<file path="config.mk">
export PLATFORM = sky130hd
export DESIGN_NAME = int128_to_decimal_text
export DESIGN_NICKNAME = d
export VERILOG_FILES = /design/src/rtl/core/i2d_pkg.sv /design/src/rtl/core/int128_to_decimal_text.sv /design/src/rtl/core/i2d_bcd_unit.sv
export SDC_FILE = /design/constraint.sdc
export NUM_CORES = 1
export LEC_CHECK = 0
export BUFFER_PORTS_ARGS = -buffer_cell sky130_fd_sc_hd__buf_2
export CAP_MARGIN = 0
export CORE_MARGIN = 2
export CORE_UTILIZATION = 45
export DETAILED_ROUTE_END_ITERATION = 8
export SYNTH_ARGS = -nofsm -noshare
export SYNTH_HDL_FRONTEND = slang
export SYNTH_HIERARCHICAL = 1
export SYNTH_SLANG_ARGS = --single-unit
</file>
<file path="constraint.sdc">
create_clock -name clk -period 23 [get_ports clk]
set_clock_uncertainty 0.15 [all_clocks]
set_input_delay 1.15 -clock clk [delete_from_list [all_inputs] [get_ports clk]]
set_output_delay 1.15 -clock clk [all_outputs]
set_load 0.02 [all_outputs]
</file>
<file path="src/rtl/core/i2d_pkg.sv">
// ----------------------------------------------------------------------------
// i2d_pkg: shared constants for the binary to decimal text converter
// Character codes, digit width and the number of binary bits that the BCD
// adjust unit takes in per cycle.
// ----------------------------------------------------------------------------
package i2d_pkg;

  localparam int VALUE_WIDTH_DEF = 128;
  localparam int STEP_BITS       = 4;
  localparam int DIGIT_W         = 4;
  localparam int IN_HALF_W       = 64;
  localparam int CHAR_W          = 6;

  localparam logic [CHAR_W-1:0] CHAR_ZERO  = 6'd48;
  localparam logic [CHAR_W-1:0] CHAR_MINUS = 6'd45;

endpackage

</file>
<file path="src/rtl/core/int128_to_decimal_text.sv">
// Sequence: the value is loaded, converted to BCD four bits at a time, a minus
// sign goes out if negative, then each decimal digit position is scanned in turn
// (39 for 128 bits); leading zero positions are scanned without a strobe.
// The next start is taken once the last character is on the outputs; no new word
// is taken before that. The receiver cannot stall the block.
// Reset (rst_n low, synchronous) returns the sequencer to idle and drops out_valid.
// ----------------------------------------------------------------------------
// int128_to_decimal_text: signed binary to decimal ASCII text
// Forms the unsigned magnitude, converts it to BCD with a shared
// shift-and-add-3 unit, then emits one character per strobe, a minus sign first if negative.
// ----------------------------------------------------------------------------
module int128_to_decimal_text #(
  parameter int VALUE_WIDTH = i2d_pkg::VALUE_WIDTH_DEF
) (
  input  logic                                clk,
  input  logic                                rst_n,
  input  logic                                start,
  output logic                                busy,
  input  logic signed [i2d_pkg::IN_HALF_W-1:0] in_value_high,
  input  logic [i2d_pkg::IN_HALF_W-1:0]        in_value_low,
  output logic                                out_valid,
  output logic [i2d_pkg::CHAR_W-1:0]           out_character,
  output logic                                out_last
);
  import i2d_pkg::*;

  localparam int PAD_W      = ((VALUE_WIDTH + STEP_BITS - 1) / STEP_BITS) * STEP_BITS;
  localparam int STEPS      = PAD_W / STEP_BITS;
  localparam int NUM_DIGITS = (VALUE_WIDTH * 30103) / 100000 + 1;
  localparam int BCD_W      = NUM_DIGITS * DIGIT_W;
  localparam int CNT_MAX    = (STEPS > NUM_DIGITS) ? STEPS : NUM_DIGITS;
  localparam int CNT_W      = $clog2(CNT_MAX + 1);

  typedef enum logic [1:0] {
    ST_IDLE,
    ST_CONV,
    ST_SIGN,
    ST_EMIT
  } state_t;

  state_t             state_r;
  logic [PAD_W-1:0]   bin_r;
  logic [BCD_W-1:0]   bcd_r;
  logic               neg_r;
  logic               started_r;
  logic [CNT_W-1:0]   cnt_r;
  logic               out_valid_r;
  logic [CHAR_W-1:0]  out_character_r;
  logic               out_last_r;

  logic [2*IN_HALF_W-1:0] full_value;
  logic [VALUE_WIDTH-1:0] value;
  logic                   value_neg;
  logic [VALUE_WIDTH-1:0] magnitude;
  logic [BCD_W-1:0]       bcd_step;
  logic [DIGIT_W-1:0]     top_digit;
  logic                   digit_last;

  assign full_value = {in_value_high, in_value_low};
  assign value      = full_value[VALUE_WIDTH-1:0];
  assign value_neg  = value[VALUE_WIDTH-1];
  // Taken as unsigned, so the most negative value yields 2^(VALUE_WIDTH-1).
  assign magnitude  = value_neg ? (~value + VALUE_WIDTH'(1)) : value;

  assign top_digit  = bcd_r[BCD_W-1 -: DIGIT_W];
  assign digit_last = (cnt_r == CNT_W'(NUM_DIGITS - 1));

  i2d_bcd_unit #(
    .NUM_DIGITS(NUM_DIGITS)
  ) u_bcd_unit (
    .bcd_i  (bcd_r),
    .bits_i (bin_r[PAD_W-1 -: STEP_BITS]),
    .bcd_o  (bcd_step)
  );

  always_ff @(posedge clk) begin
    if (!rst_n) begin
      state_r     <= ST_IDLE;
      cnt_r       <= '0;
      started_r   <= 1'b0;
      out_valid_r <= 1'b0;
    end else begin
      out_valid_r <= 1'b0;
      case (state_r)
        ST_IDLE: begin
          if (start) begin
            bin_r     <= PAD_W'(magnitude);
            bcd_r     <= '0;
            neg_r     <= value_neg;
            cnt_r     <= '0;
            started_r <= 1'b0;
            state_r   <= ST_CONV;
          end
        end
        ST_CONV: begin
          bcd_r <= bcd_step;
          bin_r <= bin_r << STEP_BITS;
          if (cnt_r == CNT_W'(STEPS - 1)) begin
            cnt_r   <= '0;
            state_r <= neg_r ? ST_SIGN : ST_EMIT;
          end else begin
            cnt_r <= cnt_r + CNT_W'(1);
          end
        end
        ST_SIGN: begin
          out_valid_r     <= 1'b1;
          out_character_r <= CHAR_MINUS;
          out_last_r      <= 1'b0;
          state_r         <= ST_EMIT;
        end
        ST_EMIT: begin
          // Leading zero digits are passed over, but the final digit always goes out.
          if (top_digit != '0 || started_r || digit_last) begin
            out_valid_r     <= 1'b1;
            out_character_r <= CHAR_ZERO + CHAR_W'(top_digit);
            out_last_r      <= digit_last;
            started_r       <= 1'b1;
          end
          bcd_r <= bcd_r << DIGIT_W;
          if (digit_last) begin
            cnt_r   <= '0;
            state_r <= ST_IDLE;
          end else begin
            cnt_r <= cnt_r + CNT_W'(1);
          end
        end
        default: begin
          state_r <= ST_IDLE;
        end
      endcase
    end
  end

  assign busy          = (state_r != ST_IDLE);
  assign out_valid     = out_valid_r;
  assign out_character = out_character_r;
  assign out_last      = out_last_r;

`ifndef NO_ASSERTIONS
  a_char_legal: assert property (@(posedge clk) disable iff (!rst_n)
    out_valid |-> (out_character == CHAR_MINUS) ||
                  ((out_character >= CHAR_ZERO) && (out_character <= CHAR_ZERO + 6'd9)))
    else $error("character outside the minus sign and digit codes");

  a_start_busy: assert property (@(posedge clk) disable iff (!rst_n)
    (start && !busy) |=> busy)
    else $error("accepted word did not make the block busy");

  a_last_gap: assert property (@(posedge clk) disable iff (!rst_n)
    (out_valid && out_last) |=> !out_valid)
    else $error("word strobed right after the final character");
`endif

endmodule

</file>
<file path="src/rtl/core/i2d_bcd_unit.sv">
// ----------------------------------------------------------------------------
// i2d_bcd_unit: shift-and-add-3 step of the binary to BCD conversion
// Shifts STEP_BITS binary bits into a packed BCD register, adjusting every
// digit that is five or more before each single-bit shift.
// ----------------------------------------------------------------------------
module i2d_bcd_unit #(
  parameter int NUM_DIGITS = 39
) (
  input  logic [NUM_DIGITS*i2d_pkg::DIGIT_W-1:0] bcd_i,
  input  logic [i2d_pkg::STEP_BITS-1:0]          bits_i,
  output logic [NUM_DIGITS*i2d_pkg::DIGIT_W-1:0] bcd_o
);
  import i2d_pkg::*;

  localparam int BCD_W = NUM_DIGITS * DIGIT_W;

  always_comb begin
    logic [BCD_W-1:0]   acc;
    logic [DIGIT_W-1:0] dig;
    acc = bcd_i;
    for (int s = 0; s < STEP_BITS; s++) begin
      // Digits are adjusted independently, then the whole word shifts by one.
      for (int d = 0; d < NUM_DIGITS; d++) begin
        dig = acc[d*DIGIT_W +: DIGIT_W];
        if (dig >= DIGIT_W'(5)) begin
          acc[d*DIGIT_W +: DIGIT_W] = dig + DIGIT_W'(3);
        end
      end
      acc = {acc[BCD_W-2:0], bits_i[STEP_BITS-1-s]};
    end
    bcd_o = acc;
  end

endmodule
</file>
Yosys cells after proc, flatten, opt, wreduce, memory -nomap -nowiden

Cells that the tools add are included.

Output and inout port bits: 9
Logic and storage cells: 529
Register bits after elaboration: 302

Add/sub/neg operators: 159
Reduce and logical (&&, ||, !) cells: 16
Magnitude comparators: 156
Muxes and demuxes: 179
Equal/unequal tests: 9
Bitwise operators: 1

Operators with widths:

| cell                                                                   | count |
|---|---|
| 4-bit by 3-bit >= comparator with 1-bit output (second input constant) | 156 |
| 4-bit by 2-bit adder with 4-bit output (second input constant)         | 152 |
| 4-bit two-way mux                                                      | 152 |
| 156-bit one-hot mux with 3 select lines                                | 1 |
| 128-bit two-way mux                                                    | 2 |
| 128-bit one-hot mux with 2 select lines                                | 1 |
| 156-bit two-way mux                                                    | 1 |
| 128-bit by 1-bit adder with 128-bit output (second input constant)     | 1 |
| 128-bit inverter                                                       | 1 |
| 6-bit two-way mux                                                      | 4 |
| 6-bit one-hot mux with 3 select lines                                  | 1 |
| 3-bit AND reduction                                                    | 6 |
| 3-bit by 2-bit adder with 3-bit output (second input constant)         | 4 |
| 3-bit two-way mux                                                      | 4 |
| 6-bit one-hot mux with 2 select lines                                  | 1 |
| 2-bit inequality test (second input constant)                          | 4 |
| 2-bit one-hot mux with 4 select lines                                  | 1 |
| 2-bit nonzero test                                                     | 4 |
| 5-bit by 5-bit adder with 6-bit output (first input constant)          | 1 |
| 6-bit by 1-bit adder with 6-bit output (second input constant)         | 1 |
| 6-bit by 5-bit equality test with 1-bit output (second input constant) | 1 |
| 6-bit equality test (second input constant)                            | 1 |
| 2-bit two-way mux                                                      | 3 |
| 1-bit one-hot mux with 2 select lines                                  | 3 |
| 8 further kinds                                                        | 14 |

Longest topological paths before layout

Word-level depth: 9
Depth in mapped cells: 19
Gate-level depth less buffers: 19

Modules after synthesis

Netlist, hierarchy kept.

Modules (own cells, without submodules):

| module                 | times used | sequential area each (µm²) | area each (µm²) | cells each |
|---|---|---|---|---|
| i2d_bcd_unit           | 1          | 0.0                        | 18919.4         | 2924 |
| int128_to_decimal_text | 1          | 8938.6                     | 16026.6         | 1373 |

Worst setup path after synthesis

OpenSTA, ideal clock, no wires.

Kind: input port to flip-flop
Start: input start
End: register bcd_r[0], enable pin
Library setup time: 0.675 ns
Arrival: 8.008 ns
Cell stages on the path: 3
Setup slack: 14.168 ns
Buffers on the path: 0
Cell sequence: nand2b_1 -> o31ai_1 -> nor2_1

Word-level cells in the longest chain between the ends: 2

RTL lines:

| element                                | line                          | source |
|---|---|---|
| from (decl)                            | int128_to_decimal_text.sv:17  | `input logic start,` |
| 2-bit inequality test (no source line) | n/a                           |  |
| 3-bit AND reduction (no source line)   | n/a                           |  |
| to (signal assigned)                   | int128_to_decimal_text.sv:96  | `bcd_r <= bcd_step;` |
| to (signal assigned)                   | int128_to_decimal_text.sv:119 | `bcd_r <= bcd_r << DIGIT_W;` |
| to (decl)                              | int128_to_decimal_text.sv:43  | `logic [BCD_W-1:0] bcd_r;` |

Every way passes these cells.
A chain may end at the register's enable or synchronous reset.

Final worst setup path

Start: register bcd_r[92]
End: register bcd_r[99], data pin

Word-level cells in the longest chain between the ends: 9
Elaborated cells between the ends (all ways): 19

RTL lines:

| element                                                                                                         | line                                   | source |
|---|---|---|
| 4-bit by 2-bit adder with 4-bit output / 4-bit by 3-bit >= comparator with 1-bit output (equally long branches) | i2d_bcd_unit.sv:26, i2d_bcd_unit.sv:25 |  |
| 4-bit two-way mux (*)                                                                                           | i2d_bcd_unit.sv:25                     | `if (dig >= DIGIT_W'(5)) begin` |
| 4-bit by 2-bit adder with 4-bit output / 4-bit by 3-bit >= comparator with 1-bit output (equally long branches) | i2d_bcd_unit.sv:26, i2d_bcd_unit.sv:25 |  |
| 4-bit two-way mux                                                                                               | i2d_bcd_unit.sv:25                     |  |
| 4-bit by 2-bit adder with 4-bit output / 4-bit by 3-bit >= comparator with 1-bit output (equally long branches) | i2d_bcd_unit.sv:26, i2d_bcd_unit.sv:25 |  |
| 4-bit two-way mux                                                                                               | i2d_bcd_unit.sv:25                     |  |
| 4-bit by 2-bit adder with 4-bit output / 4-bit by 3-bit >= comparator with 1-bit output (equally long branches) | i2d_bcd_unit.sv:26, i2d_bcd_unit.sv:25 |  |
| 4-bit two-way mux (*)                                                                                           | i2d_bcd_unit.sv:25                     |  |
| named net bcd_step[99]                                                                                          | int128_to_decimal_text.sv:55           | `logic [BCD_W-1:0] bcd_step;` |
| 156-bit one-hot mux with 3 select lines (*)                                                                     | int128_to_decimal_text.sv:84           | `case (state_r)` |

Mark *: on every way through the listed nets, which the timed path passes. The rest lies on a longest branch.

==> flow_summary_export.csv <==
group,metric,value,unit
place,placement.io_buffers,138,
outcome,status,"finished clean",
yosys,synth_edf_count,291,
finish,syn2layout_area_growth,7.744,%
floorplan,ios,140,
clock_tree,root_buffer,"clkbuf_16",
route,drt_pass_1_iters,6,
sta,max_clock_freq,189.8,MHz
sta,finalHoldViolations,0,
run,max_cap_violations,0,
global_routing,grt_max_degree,191,
yosys,ys.flop_type,"edfxtp_1",
sta,worst_hold_slack,0.3438,ns
route,post_drt_via_cell_ratio,6.085,
place,finalWeightedCongestion,0.8839,
clock_tree,clock_sinks,301,
sta,setup_repair_after_global_routing_missed_its_margin,"false",
floorplan,fp.coreArea,77210,sq um
global_routing,initial_antenna_violation_count,21,
route,antenna_left,0,
yosys,syn_inst,4297,
clock_tree,cts-hold-fix-buffers,0,
sta,max-slew-margin-rel,0.1937,
global_routing,global_route_wire_length_before_repair,148300,um
place,dp_cells,5306,
clock_tree,numCtsBuffers,39,
sta,timing_max_transition_violations_final,0,
global_routing,grt-ovfl-total,0,
finish,finalNonFillerCells,5390,
sta,setup_tns,0,ns
setup_path,critical_path_class,"reg -> reg",
global_routing,grt_pass1_vias,29578,
floorplan,floorplan.rows,102,
finish,num-nets-final,4564,
route,route.final.wire_length,89870,um
clock_tree,postCtsResizedCells,0,
setup_path,reg2reg_depth,15,
clock_tree,clk-insertion-delay-late,0.57,ns
worst_hold_path,holdPathStages,2,
yosys,yosys_warnings,6,
route,drtIter0Drc,2668,
setup_path,cp.arrival,5.43,ns
yosys,yosysSeqAreaShare,0.2558,
yosys,mappedNetlistArea,34950,sq um
route,drt_drc_violations_left,0,
finish,drive_above_1_share,0.1217,
yosys,synth_async_sr_flop_share,0,
clock_tree,post_cts_buffers,0,
setup_path,crit_required,23.16,ns
setup_path,startpoint_type,"flop",
floorplan,dieHeight,282.7,um
setup_path,critical_path_peak_fanout,15,
floorplan,chipWidth,282.7,um
yosys,postSynthAreaPerCell,8.133,sq um
sta,layout_min_cycle_time,5.270,ns
route,detail_route.wl_per_cell,16.67,um
sta,timing.final.setup_violations,0,
clock_tree,tritoncts,"done",
sta,worst-slew-pin-transition,1.209,ns
clock_tree,clock_path_buffers,3,
floorplan,effective_utilization_at_floorplan,0.4526,
global_routing,global_route.usage.total,0.2188,
clock_tree,clk_pin_slew,0.06,ns
yosys,yosys.cell_types.count,117,
floorplan,die-area,79900,sq um
route,dr_total_vias,32796,
setup_path,endpoint_kind,"flop",
worst_hold_path,hp-class,"reg -> reg",
yosys,synthesis.nets,4554,
clock_tree,cts_htree_levels,2,
place,hpwlAfterDp,63190,um
finish,fillerInstances,7497,
yosys,ys_ff_latch,301,
sta,finalCritPeriodShare,0.2291,
[flip-flops by register name (all words and copies together) (netlist names)]
register and cells:
bin_r 128, bcd_r 156, started_r 1, state_r 2
neg_r 1, out_valid 1, cnt_r 6, out_last 1
out_character 5
[placed cells by master (no fill, tap or decap), types with 32 or more instances in the layout]
cell	Yosys	routed
nor4_1	45	45
o41ai_1	41	41
a22o_1	167	167
nand4_1	51	51
nor3_1	111	111
and2_1	43	43
o211ai_1	53	53
or3_1	34	34
mux2_2	109	109
buf_2	20	137
xor2_1	83	83
clkbuf_16	0	39
inv_1	165	165
mux2i_1	107	107
o31ai_1	57	57
o21ai_0	336	336
nand2b_1	87	87
a31oi_1	52	52
xnor2_1	136	136
nor3b_1	44	44
nand2_1	428	428
nor2b_1	34	34
a21oi_1	294	293
edfxtp_1	291	291
ha_1	126	124
o21a_1	32	32
or4_1	39	39
o21ai_1	35	35
a21oi_2	38	38
o22ai_1	55	55
nor2_1	355	354
nand3_1	95	95
[final cells by class]
cell class / instances / area (sq um) / share of cell area
clock buffer: 44 / 994.7 / 0.02642
clock inverter: 27 / 207.7 / 0.005516
antenna: 13 / 32.53 / 0.0008640
sequential: 301 / 8939 / 0.2374
inverter: 183 / 689.4 / 0.01831
tap: 1040 / 1301 / 0.03456
multi-input combinational: 3614 / 24540 / 0.6519
timing repair buffer: 168 / 943.4 / 0.02506
[through the flow]
step             util  worst slack [ns]  cell area (sq um)
3_3_place_gp   0.4717             17.94              36420
6_report       0.4877             17.73              37650
2_1_floorplan       -             14.17              34950
3_5_place_dp   0.4717             17.81              36420
4_1_cts        0.4872             17.80              37620
5_1_grt        0.4874             17.23              37630
[Yosys cell counts (all sizes together) (13+ instances only)]
library cell / number / area share
ha: 126 / 0.045
o41ai: 43 / 0.011
nand2b: 90 / 0.016
nand4: 51 / 0.0091
nand3: 95 / 0.014
a21o: 27 / 0.0058
o21a: 33 / 0.0071
nor2b: 34 / 0.0061
a21oi: 344 / 0.057
or4: 41 / 0.0090
edfxtp: 291 / 0.25
mux2: 111 / 0.036
o32ai: 13 / 0.0033
nor3b: 44 / 0.0095
o21ai: 375 / 0.054
clkbuf: 160 / 0.017
and3: 20 / 0.0036
o211ai: 53 / 0.011
xnor2: 163 / 0.048
mux2i: 114 / 0.033
nor3: 115 / 0.017
a221o: 13 / 0.0037
a2111oi: 19 / 0.0050
and2: 43 / 0.0077
o221ai: 17 / 0.0044
a211oi: 32 / 0.0073
a22o: 167 / 0.042
xor2: 87 / 0.023
o31ai: 58 / 0.013
or3: 34 / 0.0061
a22oi: 32 / 0.0072
maj3: 21 / 0.0061
nand3b: 15 / 0.0032
nand2: 429 / 0.046
a31oi: 54 / 0.010
or2: 23 / 0.0041
nor2: 355 / 0.038
buf: 39 / 0.0062
inv: 178 / 0.019
nor4: 51 / 0.010
a21boi: 24 / 0.0055
o311ai: 14 / 0.0035
o22ai: 57 / 0.011
a221oi: 30 / 0.0088
[critical path: stages, from the launching register on]
cell	delay [ns]
edfxtp_1	0.44
inv_1	0.10
ha_1	0.23
nand2b_1	0.09
a21oi_1	0.15
xnor2_1	0.70
a21oi_1	0.18
xnor2_1	0.52
inv_2	0.25
ha_1	0.24
a221oi_1	0.93
nand2_1	0.30
a32o_1	0.33
nand2_1	0.06
o211ai_1	0.12
a22o_1	0.21
[cell families (layout without fill, tap and decap cells)]
kind of cell,count (synthesis),after routing,synth area share
and+or+nand+nor,1458,1458,0.2046
adders and majority gates,147,147,0.05124
buffers and inverters,382,422,0.04311
muxes,225,225,0.06928
AOI/OAI and AO/OA,1533,1533,0.3050
xor gates and xnor gates,250,250,0.07093
other,1,14,0.0001073
DFF,301,301,0.2558
[routing by layer]
layer  GRT usage  wire [um]
met1      0.2954      41720
met2      0.3612      41450
met3     0.03386       4386
met4     0.06254       2186
met5           0        124
[path summary, 6_finish.rpt]
| path | startpoint | endpoint | slack (ns) |
|---|---|---|---|
| worst max-delay path | bcd_r[92] | bcd_r[99] | 17.73 |
| worst min-delay path | cnt_r[0] | cnt_r[0] | 0.34 |
| worst min register to register | cnt_r[0] | cnt_r[0] | 0.34 |
| worst max register to register | bcd_r[92] | bcd_r[99] | 17.73 |
Power is left out: the tool's default activity adds up to more than one toggle a clock period on the data nets, which glitch-free logic cannot reach.
